## src/rtl/core/slx_pkg.sv

```systemverilog
// ----------------------------------------------------------------------------
// Source lexer package
// Shared types, codes, character classes and the keyword table.
// ----------------------------------------------------------------------------
package slx_pkg;

   localparam int KW_LEN = 11;
   localparam int KW_NUM = 21;
   localparam int KW_IDX_W = $clog2(KW_LEN);
   localparam int RSLT_NUM = 4;
   localparam logic [15:0] INT_LIMIT = 16'd32767;
   localparam logic [15:0] INT_SAT = 16'd32768;

   localparam logic [7:0] CH_LF = 8'd10;
   localparam logic [7:0] CH_TAB = 8'd9;
   localparam logic [7:0] CH_CR = 8'd13;
   localparam logic [7:0] CH_SPACE = 8'd32;
   localparam logic [7:0] CH_QUOTE = 8'd34;
   localparam logic [7:0] CH_STAR = 8'd42;
   localparam logic [7:0] CH_SLASH = 8'd47;

   localparam logic KIND_CHAR = 1'b0;
   localparam logic KIND_END = 1'b1;

   typedef enum logic [2:0] {
      MODE_NORMAL,
      MODE_SLASH,
      MODE_LINE,
      MODE_BLOCK,
      MODE_STAR
   } mode_type;

   typedef enum logic [2:0] {
      TT_KEYWORD,
      TT_SYMBOL,
      TT_IDENT,
      TT_INTEGER,
      TT_STRING,
      TT_INVALID
   } ttype_type;

   typedef enum logic [1:0] {
      ERR_NONE,
      ERR_RANGE,
      ERR_INVALID,
      ERR_UNCLOSED
   } err_type;

   typedef struct packed {
      logic        kind;
      logic [7:0]  ch_out;
      logic [2:0]  tok_class;
      logic [4:0]  keyword_id;
      logic [14:0] int_value;
      logic [1:0]  error;
      logic        last;
   } rslt_type;

   typedef struct packed {
      logic [4:0]  len;
      logic        ident_ok;
      logic        all_digits;
      logic [15:0] acc;
      logic        in_string;
   } tok_type;

   localparam logic [8*KW_LEN-1:0] KW_TEXT [KW_NUM] = '{
      "class", "constructor", "function", "method", "field", "static", "var",
      "int", "char", "boolean", "void", "true", "false", "null", "this",
      "let", "do", "if", "else", "while", "return"};

   localparam logic [4:0] KW_SIZE [KW_NUM] = '{
      5'd5, 5'd11, 5'd8, 5'd6, 5'd5, 5'd6, 5'd3,
      5'd3, 5'd4, 5'd7, 5'd4, 5'd4, 5'd5, 5'd4, 5'd4,
      5'd3, 5'd2, 5'd2, 5'd4, 5'd5, 5'd6};

   function automatic logic is_digit(input logic [7:0] c);
      return c >= "0" && c <= "9";
   endfunction

   function automatic logic is_alpha(input logic [7:0] c);
      return (c >= "A" && c <= "Z") || (c >= "a" && c <= "z") || c == "_";
   endfunction

   function automatic logic is_blank(input logic [7:0] c);
      return c == CH_SPACE || c == CH_TAB || c == CH_CR;
   endfunction

   function automatic logic is_symbol(input logic [7:0] c);
      return c == "{" || c == "}" || c == "(" || c == ")" || c == "[" ||
         c == "]" || c == "." || c == "," || c == ";" || c == "+" ||
         c == "-" || c == "*" || c == "&" || c == "|" || c == "<" ||
         c == ">" || c == "=" || c == "~";
   endfunction

   // Returns {hit, id}.
   function automatic logic [5:0] kw_match(input logic [7:0] kbuf [KW_LEN],
                                           input logic [4:0] len);
      logic [5:0] res;
      logic       ok;
      int         pos;
      res = '0;
      for (int k = KW_NUM - 1; k >= 0; k--) begin
         ok = (len == KW_SIZE[k]);
         for (int i = 0; i < KW_LEN; i++) begin
            pos = int'(KW_SIZE[k]) - 1 - i;
            if (pos >= 0) begin
               if (kbuf[i] != KW_TEXT[k][8*pos +: 8]) begin
                  ok = 1'b0;
               end
            end
         end
         if (ok) begin
            res = {1'b1, 5'(k)};
         end
      end
      return res;
   endfunction

endpackage

```

## src/rtl/core/source_lexer_stream.sv

```systemverilog
// ----------------------------------------------------------------------------
// Source lexer stream
// Streaming tokenizer that strips comments and classifies tokens.
// ----------------------------------------------------------------------------
// One source byte enters per req_ handshake; req_end_of_source flushes the
// pending token as a line end would. Each byte yields zero to four rsp_
// items: echoed token characters (kind 0) and token ends with a class,
// keyword id, integer value and error code (kind 1). rsp_last marks the
// final item caused by one input byte.
// A byte is decoded in the cycle it is accepted and its items are held in a
// four-entry result buffer, so the first item is valid in the cycle after the
// byte is accepted. The buffer drains one item per cycle while rsp_ready is
// high; a new byte is taken when the buffer is empty or its last item is
// being taken, so with rsp_ready high, bytes that give at most one item flow
// at one per cycle, and a byte with more items holds off the next byte.
// Reset returns the scanner to normal mode with no token pending and empties
// the result buffer. When the receiver stalls, the current item holds and
// req_ready drops once the buffer still holds items after this cycle.
// ----------------------------------------------------------------------------
module source_lexer_stream (
   input  logic        clock,
   input  logic        reset,
   input  logic        req_valid,
   output logic        req_ready,
   input  logic [7:0]  req_ch,
   input  logic        req_end_of_source,
   output logic        rsp_valid,
   input  logic        rsp_ready,
   output logic        rsp_kind,
   output logic [7:0]  rsp_ch_out,
   output logic [2:0]  rsp_tok_class,
   output logic [4:0]  rsp_keyword_id,
   output logic [14:0] rsp_int_value,
   output logic [1:0]  rsp_error,
   output logic        rsp_last
);

   slx_pkg::mode_type                mode_ff;
   slx_pkg::mode_type                mode_in;
   slx_pkg::tok_type                 tok_ff;
   slx_pkg::tok_type                 tok_in;
   logic [7:0]                       kbuf_ff [slx_pkg::KW_LEN];
   slx_pkg::rslt_type                rbuf_ff [slx_pkg::RSLT_NUM];
   slx_pkg::rslt_type                rslt_in [slx_pkg::RSLT_NUM];
   logic [2:0]                       cnt_ff;
   logic [2:0]                       cnt_in;
   logic [1:0]                       rd_ff;
   logic                             wr_en;
   logic [slx_pkg::KW_IDX_W-1:0]     wr_idx;
   logic [7:0]                       wr_data;
   logic                             req_fire;
   logic                             rsp_fire;
   slx_pkg::rslt_type                cur;

   slx_step u_step (
      .ch       (req_ch),
      .eos      (req_end_of_source),
      .mode     (mode_ff),
      .tok      (tok_ff),
      .kbuf     (kbuf_ff),
      .mode_nxt (mode_in),
      .tok_nxt  (tok_in),
      .wr_en    (wr_en),
      .wr_idx   (wr_idx),
      .wr_data  (wr_data),
      .rslt     (rslt_in),
      .count    (cnt_in)
   );

   assign rsp_valid = (cnt_ff != '0);
   assign rsp_fire = rsp_valid && rsp_ready;
   assign req_ready = (cnt_ff == '0) || (cnt_ff == 3'd1 && rsp_ready);
   assign req_fire = req_valid && req_ready;

   assign cur = rbuf_ff[rd_ff];
   assign rsp_kind = cur.kind;
   assign rsp_ch_out = cur.ch_out;
   assign rsp_tok_class = cur.tok_class;
   assign rsp_keyword_id = cur.keyword_id;
   assign rsp_int_value = cur.int_value;
   assign rsp_error = cur.error;
   assign rsp_last = cur.last;

   always_ff @(posedge clock) begin
      if (reset) begin
         mode_ff <= slx_pkg::MODE_NORMAL;
         tok_ff <= '0;
         cnt_ff <= '0;
         rd_ff <= '0;
      end else if (req_fire) begin
         mode_ff <= mode_in;
         tok_ff <= tok_in;
         cnt_ff <= cnt_in;
         rd_ff <= '0;
      end else if (rsp_fire) begin
         cnt_ff <= cnt_ff - 3'd1;
         rd_ff <= rd_ff + 2'd1;
      end
   end

   always_ff @(posedge clock) begin
      if (req_fire) begin
         rbuf_ff <= rslt_in;
         for (int i = 0; i < slx_pkg::KW_LEN; i++) begin
            if (wr_en && wr_idx == slx_pkg::KW_IDX_W'(i)) begin
               kbuf_ff[i] <= wr_data;
            end
         end
      end
   end

endmodule

```

## src/rtl/core/slx_step.sv

```systemverilog
// ----------------------------------------------------------------------------
// Source lexer step
// Works out the results of one source byte and the next scanner state.
// ----------------------------------------------------------------------------
module slx_step (
   input  logic [7:0]                     ch,
   input  logic                           eos,
   input  slx_pkg::mode_type              mode,
   input  slx_pkg::tok_type               tok,
   input  logic [7:0]                     kbuf [slx_pkg::KW_LEN],
   output slx_pkg::mode_type              mode_nxt,
   output slx_pkg::tok_type               tok_nxt,
   output logic                           wr_en,
   output logic [slx_pkg::KW_IDX_W-1:0]   wr_idx,
   output logic [7:0]                     wr_data,
   output slx_pkg::rslt_type              rslt [slx_pkg::RSLT_NUM],
   output logic [2:0]                     count
);

   logic              proc;
   logic              slash_rel;
   logic              word_end;
   logic              unclosed;
   logic              add;
   logic              sym_end;
   logic              str_end;
   logic              str_open;
   logic [5:0]        kw;
   logic [18:0]       prod;
   slx_pkg::tok_type  base;
   slx_pkg::tok_type  added;
   slx_pkg::rslt_type cand [5];
   logic [4:0]        cand_v;
   logic [2:0]        n;

   always_comb begin
      proc = 1'b0;
      slash_rel = 1'b0;
      word_end = 1'b0;
      unclosed = 1'b0;
      add = 1'b0;
      sym_end = 1'b0;
      str_end = 1'b0;
      str_open = 1'b0;
      mode_nxt = mode;
      if (eos || ch == slx_pkg::CH_LF) begin
         slash_rel = (mode == slx_pkg::MODE_SLASH);
         if (mode == slx_pkg::MODE_STAR || mode == slx_pkg::MODE_BLOCK) begin
            mode_nxt = slx_pkg::MODE_BLOCK;
         end else begin
            mode_nxt = slx_pkg::MODE_NORMAL;
         end
         if (tok.in_string) begin
            unclosed = 1'b1;
         end else begin
            word_end = 1'b1;
         end
      end else begin
         unique case (mode)
            slx_pkg::MODE_LINE: begin
            end
            slx_pkg::MODE_BLOCK: begin
               if (ch == slx_pkg::CH_STAR) begin
                  mode_nxt = slx_pkg::MODE_STAR;
               end
            end
            slx_pkg::MODE_STAR: begin
               if (ch == slx_pkg::CH_SLASH) begin
                  mode_nxt = slx_pkg::MODE_NORMAL;
               end else if (ch != slx_pkg::CH_STAR) begin
                  mode_nxt = slx_pkg::MODE_BLOCK;
               end
            end
            slx_pkg::MODE_SLASH: begin
               if (ch == slx_pkg::CH_SLASH) begin
                  mode_nxt = slx_pkg::MODE_LINE;
               end else if (ch == slx_pkg::CH_STAR) begin
                  mode_nxt = slx_pkg::MODE_BLOCK;
               end else begin
                  slash_rel = 1'b1;
                  mode_nxt = slx_pkg::MODE_NORMAL;
                  proc = 1'b1;
               end
            end
            default: begin
               mode_nxt = slx_pkg::MODE_NORMAL;
               proc = 1'b1;
            end
         endcase
      end
      if (proc) begin
         priority if (tok.in_string) begin
            add = 1'b1;
            str_open = 1'b1;
            str_end = (ch == slx_pkg::CH_QUOTE);
         end else if (slx_pkg::is_blank(ch)) begin
            word_end = 1'b1;
         end else if (ch == slx_pkg::CH_SLASH) begin
            word_end = 1'b1;
            mode_nxt = slx_pkg::MODE_SLASH;
         end else if (slx_pkg::is_symbol(ch)) begin
            word_end = 1'b1;
            sym_end = 1'b1;
         end else if (ch == slx_pkg::CH_QUOTE) begin
            word_end = 1'b1;
            add = 1'b1;
            str_open = 1'b1;
         end else begin
            add = 1'b1;
         end
      end
   end

   always_comb begin
      base = (word_end || unclosed) ? '0 : tok;
      added = base;
      prod = 19'(base.acc) * 19'd10 + 19'(ch - "0");
      if (base.len == '0) begin
         added.ident_ok = slx_pkg::is_alpha(ch);
         added.all_digits = slx_pkg::is_digit(ch);
         added.acc = '0;
         prod = 19'(ch - "0");
      end else begin
         if (!(slx_pkg::is_alpha(ch) || slx_pkg::is_digit(ch))) begin
            added.ident_ok = 1'b0;
         end
         if (!slx_pkg::is_digit(ch)) begin
            added.all_digits = 1'b0;
         end
      end
      if (slx_pkg::is_digit(ch)) begin
         added.acc = (prod > 19'(slx_pkg::INT_SAT)) ? slx_pkg::INT_SAT : prod[15:0];
      end
      if (base.len != 5'd31) begin
         added.len = base.len + 5'd1;
      end
      added.in_string = str_open;
      if (!add || str_end) begin
         tok_nxt = add ? '0 : base;
      end else begin
         tok_nxt = added;
      end
      wr_en = add && (base.len < 5'(slx_pkg::KW_LEN));
      wr_idx = base.len[slx_pkg::KW_IDX_W-1:0];
      wr_data = ch;
   end

   always_comb begin
      kw = slx_pkg::kw_match(kbuf, tok.len);
      for (int j = 0; j < 5; j++) begin
         cand[j] = '0;
      end
      cand[0].kind = slx_pkg::KIND_CHAR;
      cand[0].ch_out = slx_pkg::CH_SLASH;
      cand[1].kind = slx_pkg::KIND_END;
      cand[1].tok_class = slx_pkg::TT_SYMBOL;
      cand[2].kind = slx_pkg::KIND_END;
      if (unclosed) begin
         cand[2].tok_class = slx_pkg::TT_INVALID;
         cand[2].error = slx_pkg::ERR_UNCLOSED;
      end else if (kw[5]) begin
         cand[2].tok_class = slx_pkg::TT_KEYWORD;
         cand[2].keyword_id = kw[4:0];
      end else if (tok.ident_ok) begin
         cand[2].tok_class = slx_pkg::TT_IDENT;
      end else if (tok.all_digits && tok.acc <= slx_pkg::INT_LIMIT) begin
         cand[2].tok_class = slx_pkg::TT_INTEGER;
         cand[2].int_value = tok.acc[14:0];
      end else if (tok.all_digits) begin
         cand[2].tok_class = slx_pkg::TT_INVALID;
         cand[2].error = slx_pkg::ERR_RANGE;
      end else begin
         cand[2].tok_class = slx_pkg::TT_INVALID;
         cand[2].error = slx_pkg::ERR_INVALID;
      end
      cand[3].kind = slx_pkg::KIND_CHAR;
      cand[3].ch_out = ch;
      cand[4].kind = slx_pkg::KIND_END;
      cand[4].tok_class = sym_end ? slx_pkg::TT_SYMBOL : slx_pkg::TT_STRING;
      cand_v = {sym_end || str_end, add || sym_end,
                unclosed || (word_end && tok.len != '0), slash_rel, slash_rel};
      for (int j = 0; j < slx_pkg::RSLT_NUM; j++) begin
         rslt[j] = '0;
      end
      n = '0;
      for (int j = 0; j < 5; j++) begin
         if (cand_v[j]) begin
            rslt[n[1:0]] = cand[j];
            n = n + 3'd1;
         end
      end
      if (n != '0) begin
         rslt[2'(n - 3'd1)].last = 1'b1;
      end
      count = n;
   end

endmodule

```

## config.mk

```make
export PLATFORM = sky130hd
export DESIGN_NAME = source_lexer_stream
export DESIGN_NICKNAME = d
export VERILOG_FILES = /design/src/rtl/core/slx_pkg.sv /design/src/rtl/core/source_lexer_stream.sv /design/src/rtl/core/slx_step.sv
export SDC_FILE = /design/constraint.sdc
export NUM_CORES = 1
export LEC_CHECK = 0
export ABC_AREA = 0
export BUFFER_PORTS_ARGS = -buffer_cell sky130_fd_sc_hd__buf_4
export CAP_MARGIN = 20
export CORE_UTILIZATION = 30
export CTS_BUF_LIST = sky130_fd_sc_hd__clkbuf_4 sky130_fd_sc_hd__clkbuf_8 sky130_fd_sc_hd__clkbuf_16
export DETAILED_ROUTE_END_ITERATION = 6
export PLACE_DENSITY = 0.5
export SYNTH_ARGS = -nofsm -noshare
export SYNTH_HDL_FRONTEND = slang
export SYNTH_HIERARCHICAL = 1
export SYNTH_SLANG_ARGS = --single-unit
```

## constraint.sdc

```tcl
create_clock -name clock -period 7.9 [get_ports clock]
set_clock_uncertainty 0.15 [all_clocks]
set_input_delay 1.58 -clock clock [delete_from_list [all_inputs] [get_ports clock]]
set_output_delay 1.58 -clock clock [all_outputs]
set_load 0.05 [all_outputs]
```

Word-level counts from Yosys, hierarchy flattened:

Index checks and enable logic that the tools add are counted.

* register bits after elaboration: 260
* input bits: 13
* output and inout port bits: 37
* word-level logic and storage cells: 500

* add/subtract/negate cells: 10
* multipliers: 1
* $lt $le $gt $ge: 20
* equality and inequality tests: 116
* mux-type cells: 220
* bitwise gates (word level): 9
* reduce and logical (&&, ||, !) cells: 77

Operators by type and width (number)
* two-way mux 140 bit: 5
* bitwise mux 140 bit: 4
* inequality test 8 x 7 -> 1 bit (second input constant): 65
* demux 35 bit (select 2 bit): 5
* two-way mux 35 bit: 6
* two-way mux 1 bit: 136
* bitwise AND 132 bit: 1
* NOT 132 bit: 1
* two-way mux 6 bit: 21
* equality test 8 x 6 -> 1 bit (second input constant): 15
* two-way mux 24 bit: 3
* binary-select mux 35 bit (select 2 bit): 1
* two-way mux 3 bit: 20
* equality test 8 x 7 -> 1 bit (second input constant): 7
* two-way mux 16 bit: 3
* two-way mux 17 bit: 2
* two-way mux 32 bit: 1
* logical OR 1 bit: 30
* logical AND 1 bit: 25
* equality test 8 x 4 -> 1 bit (second input constant): 3
* AND reduction 2 bit: 12
* equality test 5 x 3 -> 1 bit (second input constant): 4
* two-way mux 20 bit: 1
* adder 19 bit: 1
* other kinds (47): 81

Logic depth before layout (Yosys ltp):

* depth in word-level cells: 38
* gate-level depth with buffers: 32
* depth with buffers taken out: 30

Modules after synthesis:

The synthesis kept the hierarchy.

By module, submodules not included
* source_lexer_stream: instances 1, cells an instance 455, area each 9160.0 um^2
* slx_step: instances 1, cells an instance 866, area each 5790.6 um^2

Worst setup path after synthesis:

Ideal clock, no wire load.

* path type: input-to-reg
* start: in req_ch[4]
* end: reg tok_ff[14] (netlist name)
* library setup time: 0.070 ns
* arrival: 7.759 ns
* required time: 7.680 ns
* setup slack: -0.079 ns
* stages: 31
* path buffers: 2
* path through: clkbuf_1 -> inv_1 -> ha_1 -> nand3_1 -> a2111oi_0 -> a21oi_1 -> a311oi_2 -> nor2_2 -> clkbuf_1 -> and2_1 -> ha_1 -> ha_1 -> fa_1 -> a211o_1 -> a21oi_1 -> o21ai_0 -> and2_1 -> o21ai_0 -> nand2b_1 -> a21oi_1 -> xnor2_1 -> ha_1 -> o21ai_0 -> nor2_1 -> a221o_1 -> xor2_1 -> mux2i_1 -> nand2_1 -> o31ai_1 -> nand3_1 -> a21oi_1

RTL lines
* start, declared: line source_lexer_stream.sv:25 `input logic [7:0] req_ch,`
* end signal, assigned: line source_lexer_stream.sv:92 `tok_ff <= tok_in;`
* end, declared: line source_lexer_stream.sv:40 `slx_pkg::tok_type tok_ff;`

==> results.py <==
metrics = {
    "run_status": {
        "status": "finished clean",
    },
    "timing": {
        "setup_viol": 0,
        "setup-tns-final_ps": 0,
        "min_period_ps": 7450,
        "finalHoldViolCount": 0,
        "fmax_ghz": 0.134,
        "tightest_slew_ps": 1140,
        "slew_headroom": 0.232,
        "slew_viol_final": 0,
        "fin_crit_sh": 0.944,
        "holdWs_ps": 355,
    },
    "floorplan": {
        "die_h_um": 225,
        "pin_count": 50,
        "core_area_sq_um": 49100,
        "die-area_sq_um": 50700,
        "die_w_um": 225,
        "std_cell_rows": 81,
        "initial_utilization": 0.305,
    },
    "critical_path": {
        "r2r_slack_ps": 1400,
        "cp-endpoint": "tok_ff[4]",
        "critical-path-max-stage-delay_ps": 570,
        "rr_endpoint": "tok_ff[4]",
        "reg2reg_depth": 29,
        "critPathLaunch": "req_ch[4]",
        "cp_max_fo": 8,
        "setup.worst_path.end_class": "register",
        "crit_required_ps": 8170,
        "arrival_ps": 7720,
        "worstSetupPathType": "input pin to register",
        "reg2reg_from": "mode_ff[1]",
        "crit_top_cell": "ha_1",
        "cp_slowest_cell": "a2111oi_0",
        "start_kind": "input pin",
    },
    "clocking": {
        "cts_setup_buffers": 0,
        "cts_resized": 0,
        "clock-root-buffer": "clkbuf_16",
        "cts_tree": "yes",
        "clock_path_buffers": 3,
        "cts_buffers": 29,
        "htree_levels": 1,
        "clock_sinks": 260,
        "clk_latency_ps": 560,
        "path_clk_slew_ps": 60,
        "holdBufCountCts": 0,
    },
    "final_layout": {
        "fill_cells": 4926,
        "nets": 1506,
        "syn_to_final_growth_pct": 15.7,
        "layout_commonest_cell": "edfxtp_1",
        "drive_above_1_share": 0.180,
        "fin_cells": 2112,
        "num_antenna_cells": 0,
        "layout_common_cells": "edfxtp_1, buf_4, nand2_1",
    },
    "global_routing": {
        "grt_pass1_wl_mm": 61.8,
        "overflow": 0,
        "grt_max_degree": 82,
        "antenna_found_initial": 0,
        "gr-usage-all-layers": 0.156,
        "grt_pass1_vias": 10600,
    },
    "worst_hold_path": {
        "hp-class": "register to register",
        "holdCritStartpoint": "tok_ff[16]",
    },
    "placement": {
        "dp_cells": 2056,
        "place.gp.congestion": 0.898,
        "placement.io_buffers": 49,
        "hpwl_mm": 28.7,
    },
    "synthesis": {
        "ys_seq_elements": 260,
        "ys_seq_area_frac": 0.501,
        "synth_cells": 1321,
        "synth_edf_count": 228,
        "ys_warn_count": 6,
        "synth.avg_cell_area_sq_um": 11.3,
        "synth_area_sq_um": 15000,
        "async_flop_share": 0,
        "synth_ff_type": "edfxtp_1",
        "synth.distinct_cells": 89,
    },
    "job": {
        "cap_violations": 0,
    },
    "detailed_routing": {
        "vias": 10700,
        "drcViolationCount": 0,
        "post_drt_wl_per_cell_um": 18.8,
        "drt-initial-drc-count": 903,
        "postRouteAntennaNets": 0,
        "vias_per_cell": 5.07,
        "wirelength_mm": 39.7,
        "drt_pass1_iterations": 5,
    },
    "power": {
        "ir_drop_mv": 0.143,
        "power.density_nw_per_um2": 244,
        "p_leak_uw": 0.00633,
    },
}
## how the worst min path moves through the flow
| stage | end | cells after the start |
|---|---|---|
| floorplan | mode_ff[1] | 2 |
| global placement | tok_ff[16] | 2 |
| detailed placement | tok_ff[16] | 2 |
| CTS | tok_ff[16] | 2 |
| global route | tok_ff[16] | 2 |
| finish | tok_ff[16] | 2 |
## synth_stat cells (all sizes together) (9+ instances only)
master / number / area [sq um]
mux4: 35 / 788
dfxtp: 32 / 641
nor3b: 11 / 87.6
xor2: 14 / 123
o21ai: 70 / 354
clkbuf: 27 / 103
nor2: 72 / 275
nand3: 61 / 305
and2: 76 / 475
a211oi: 11 / 82.6
nand3b: 10 / 87.6
buf: 77 / 557
o21a: 9 / 67.6
nor4: 22 / 138
a21oi: 77 / 389
nor2b: 12 / 75.1
nor4bb: 13 / 130
mux2i: 10 / 100
xnor2: 18 / 158
ha: 65 / 813
nand4b: 11 / 96.3
nand4: 25 / 156
inv: 31 / 116
a21o: 14 / 105
and3: 24 / 160
nor3: 35 / 180
nand2: 91 / 349
edfxtp: 228 / 6850
or4: 11 / 86.3
nand2b: 10 / 62.6
a31oi: 15 / 109
## state kept, by name (all words and copies together), names as in the netlist
register  flops
rbuf_ff     140
kbuf_ff      88
tok_ff       24
cnt_ff        3
mode_ff       3
rd_ff         2
## worst max-delay path: cells and delay by family
kind | cells | cell delay (ps)
fa+ha+maj | 4 | 1080
xor+xnor | 1 | 170
compound gates | 14 | 3200
simple gates | 8 | 1050
buf+inv | 4 | 520
mux | 1 | 100
## where the power goes
group	switching, uW	internal, uW
clock	537	766
sequential	67.4	1760
combinational	746	336
## metal layers
layer / wire length (um) / global-route usage / vias to the layer above / share of wire
li1: - / - / 5165 / -
met1: 19400 / 0.225 / 5274 / 0.49
met2: 17800 / 0.247 / 228 / 0.45
met3: 1650 / 0.0179 / 40 / 0.042
met4: 724 / 0.0393 / 0 / 0.018
met5: 0 / 0 / - / 0
## through the flow
stage / utilization / cell area (sq um) / power, uW / setup WS [ps]
floorplan: - / 15100 / 2650 / 1.34
global placement: 0.332 / 16300 / 2920 / -61.0
detailed placement: 0.332 / 16300 / 2930 / -229
CTS: 0.351 / 17200 / 4240 / 329
global route: 0.353 / 17300 / 4400 / -15.6
finish: 0.353 / 17300 / 4210 / 446
## logic make-up after synthesis
logic type / synth area share
DFF: 0.501
buffers and inverters: 0.0521
muxes: 0.0609
and+or+nand+nor: 0.203
AOI/OAI and AO/OA: 0.107
xor gates and xnor gates: 0.0187
other: 0.000251
adders and majority gates: 0.0571
## cell type report
type | count | area [sq um] | share of cell area
Clock buffer | 37 | 822 | 0.0475
Timing Repair Buffer | 133 | 1020 | 0.0587
Sequential cell | 260 | 7490 | 0.433
Tap cell | 664 | 831 | 0.0480
Clock inverter | 16 | 111 | 0.00644
Multi-Input combinational cell | 970 | 6910 | 0.399
Inverter | 32 | 125 | 0.00723
Note: power is estimated with default switching activity, not from simulation.
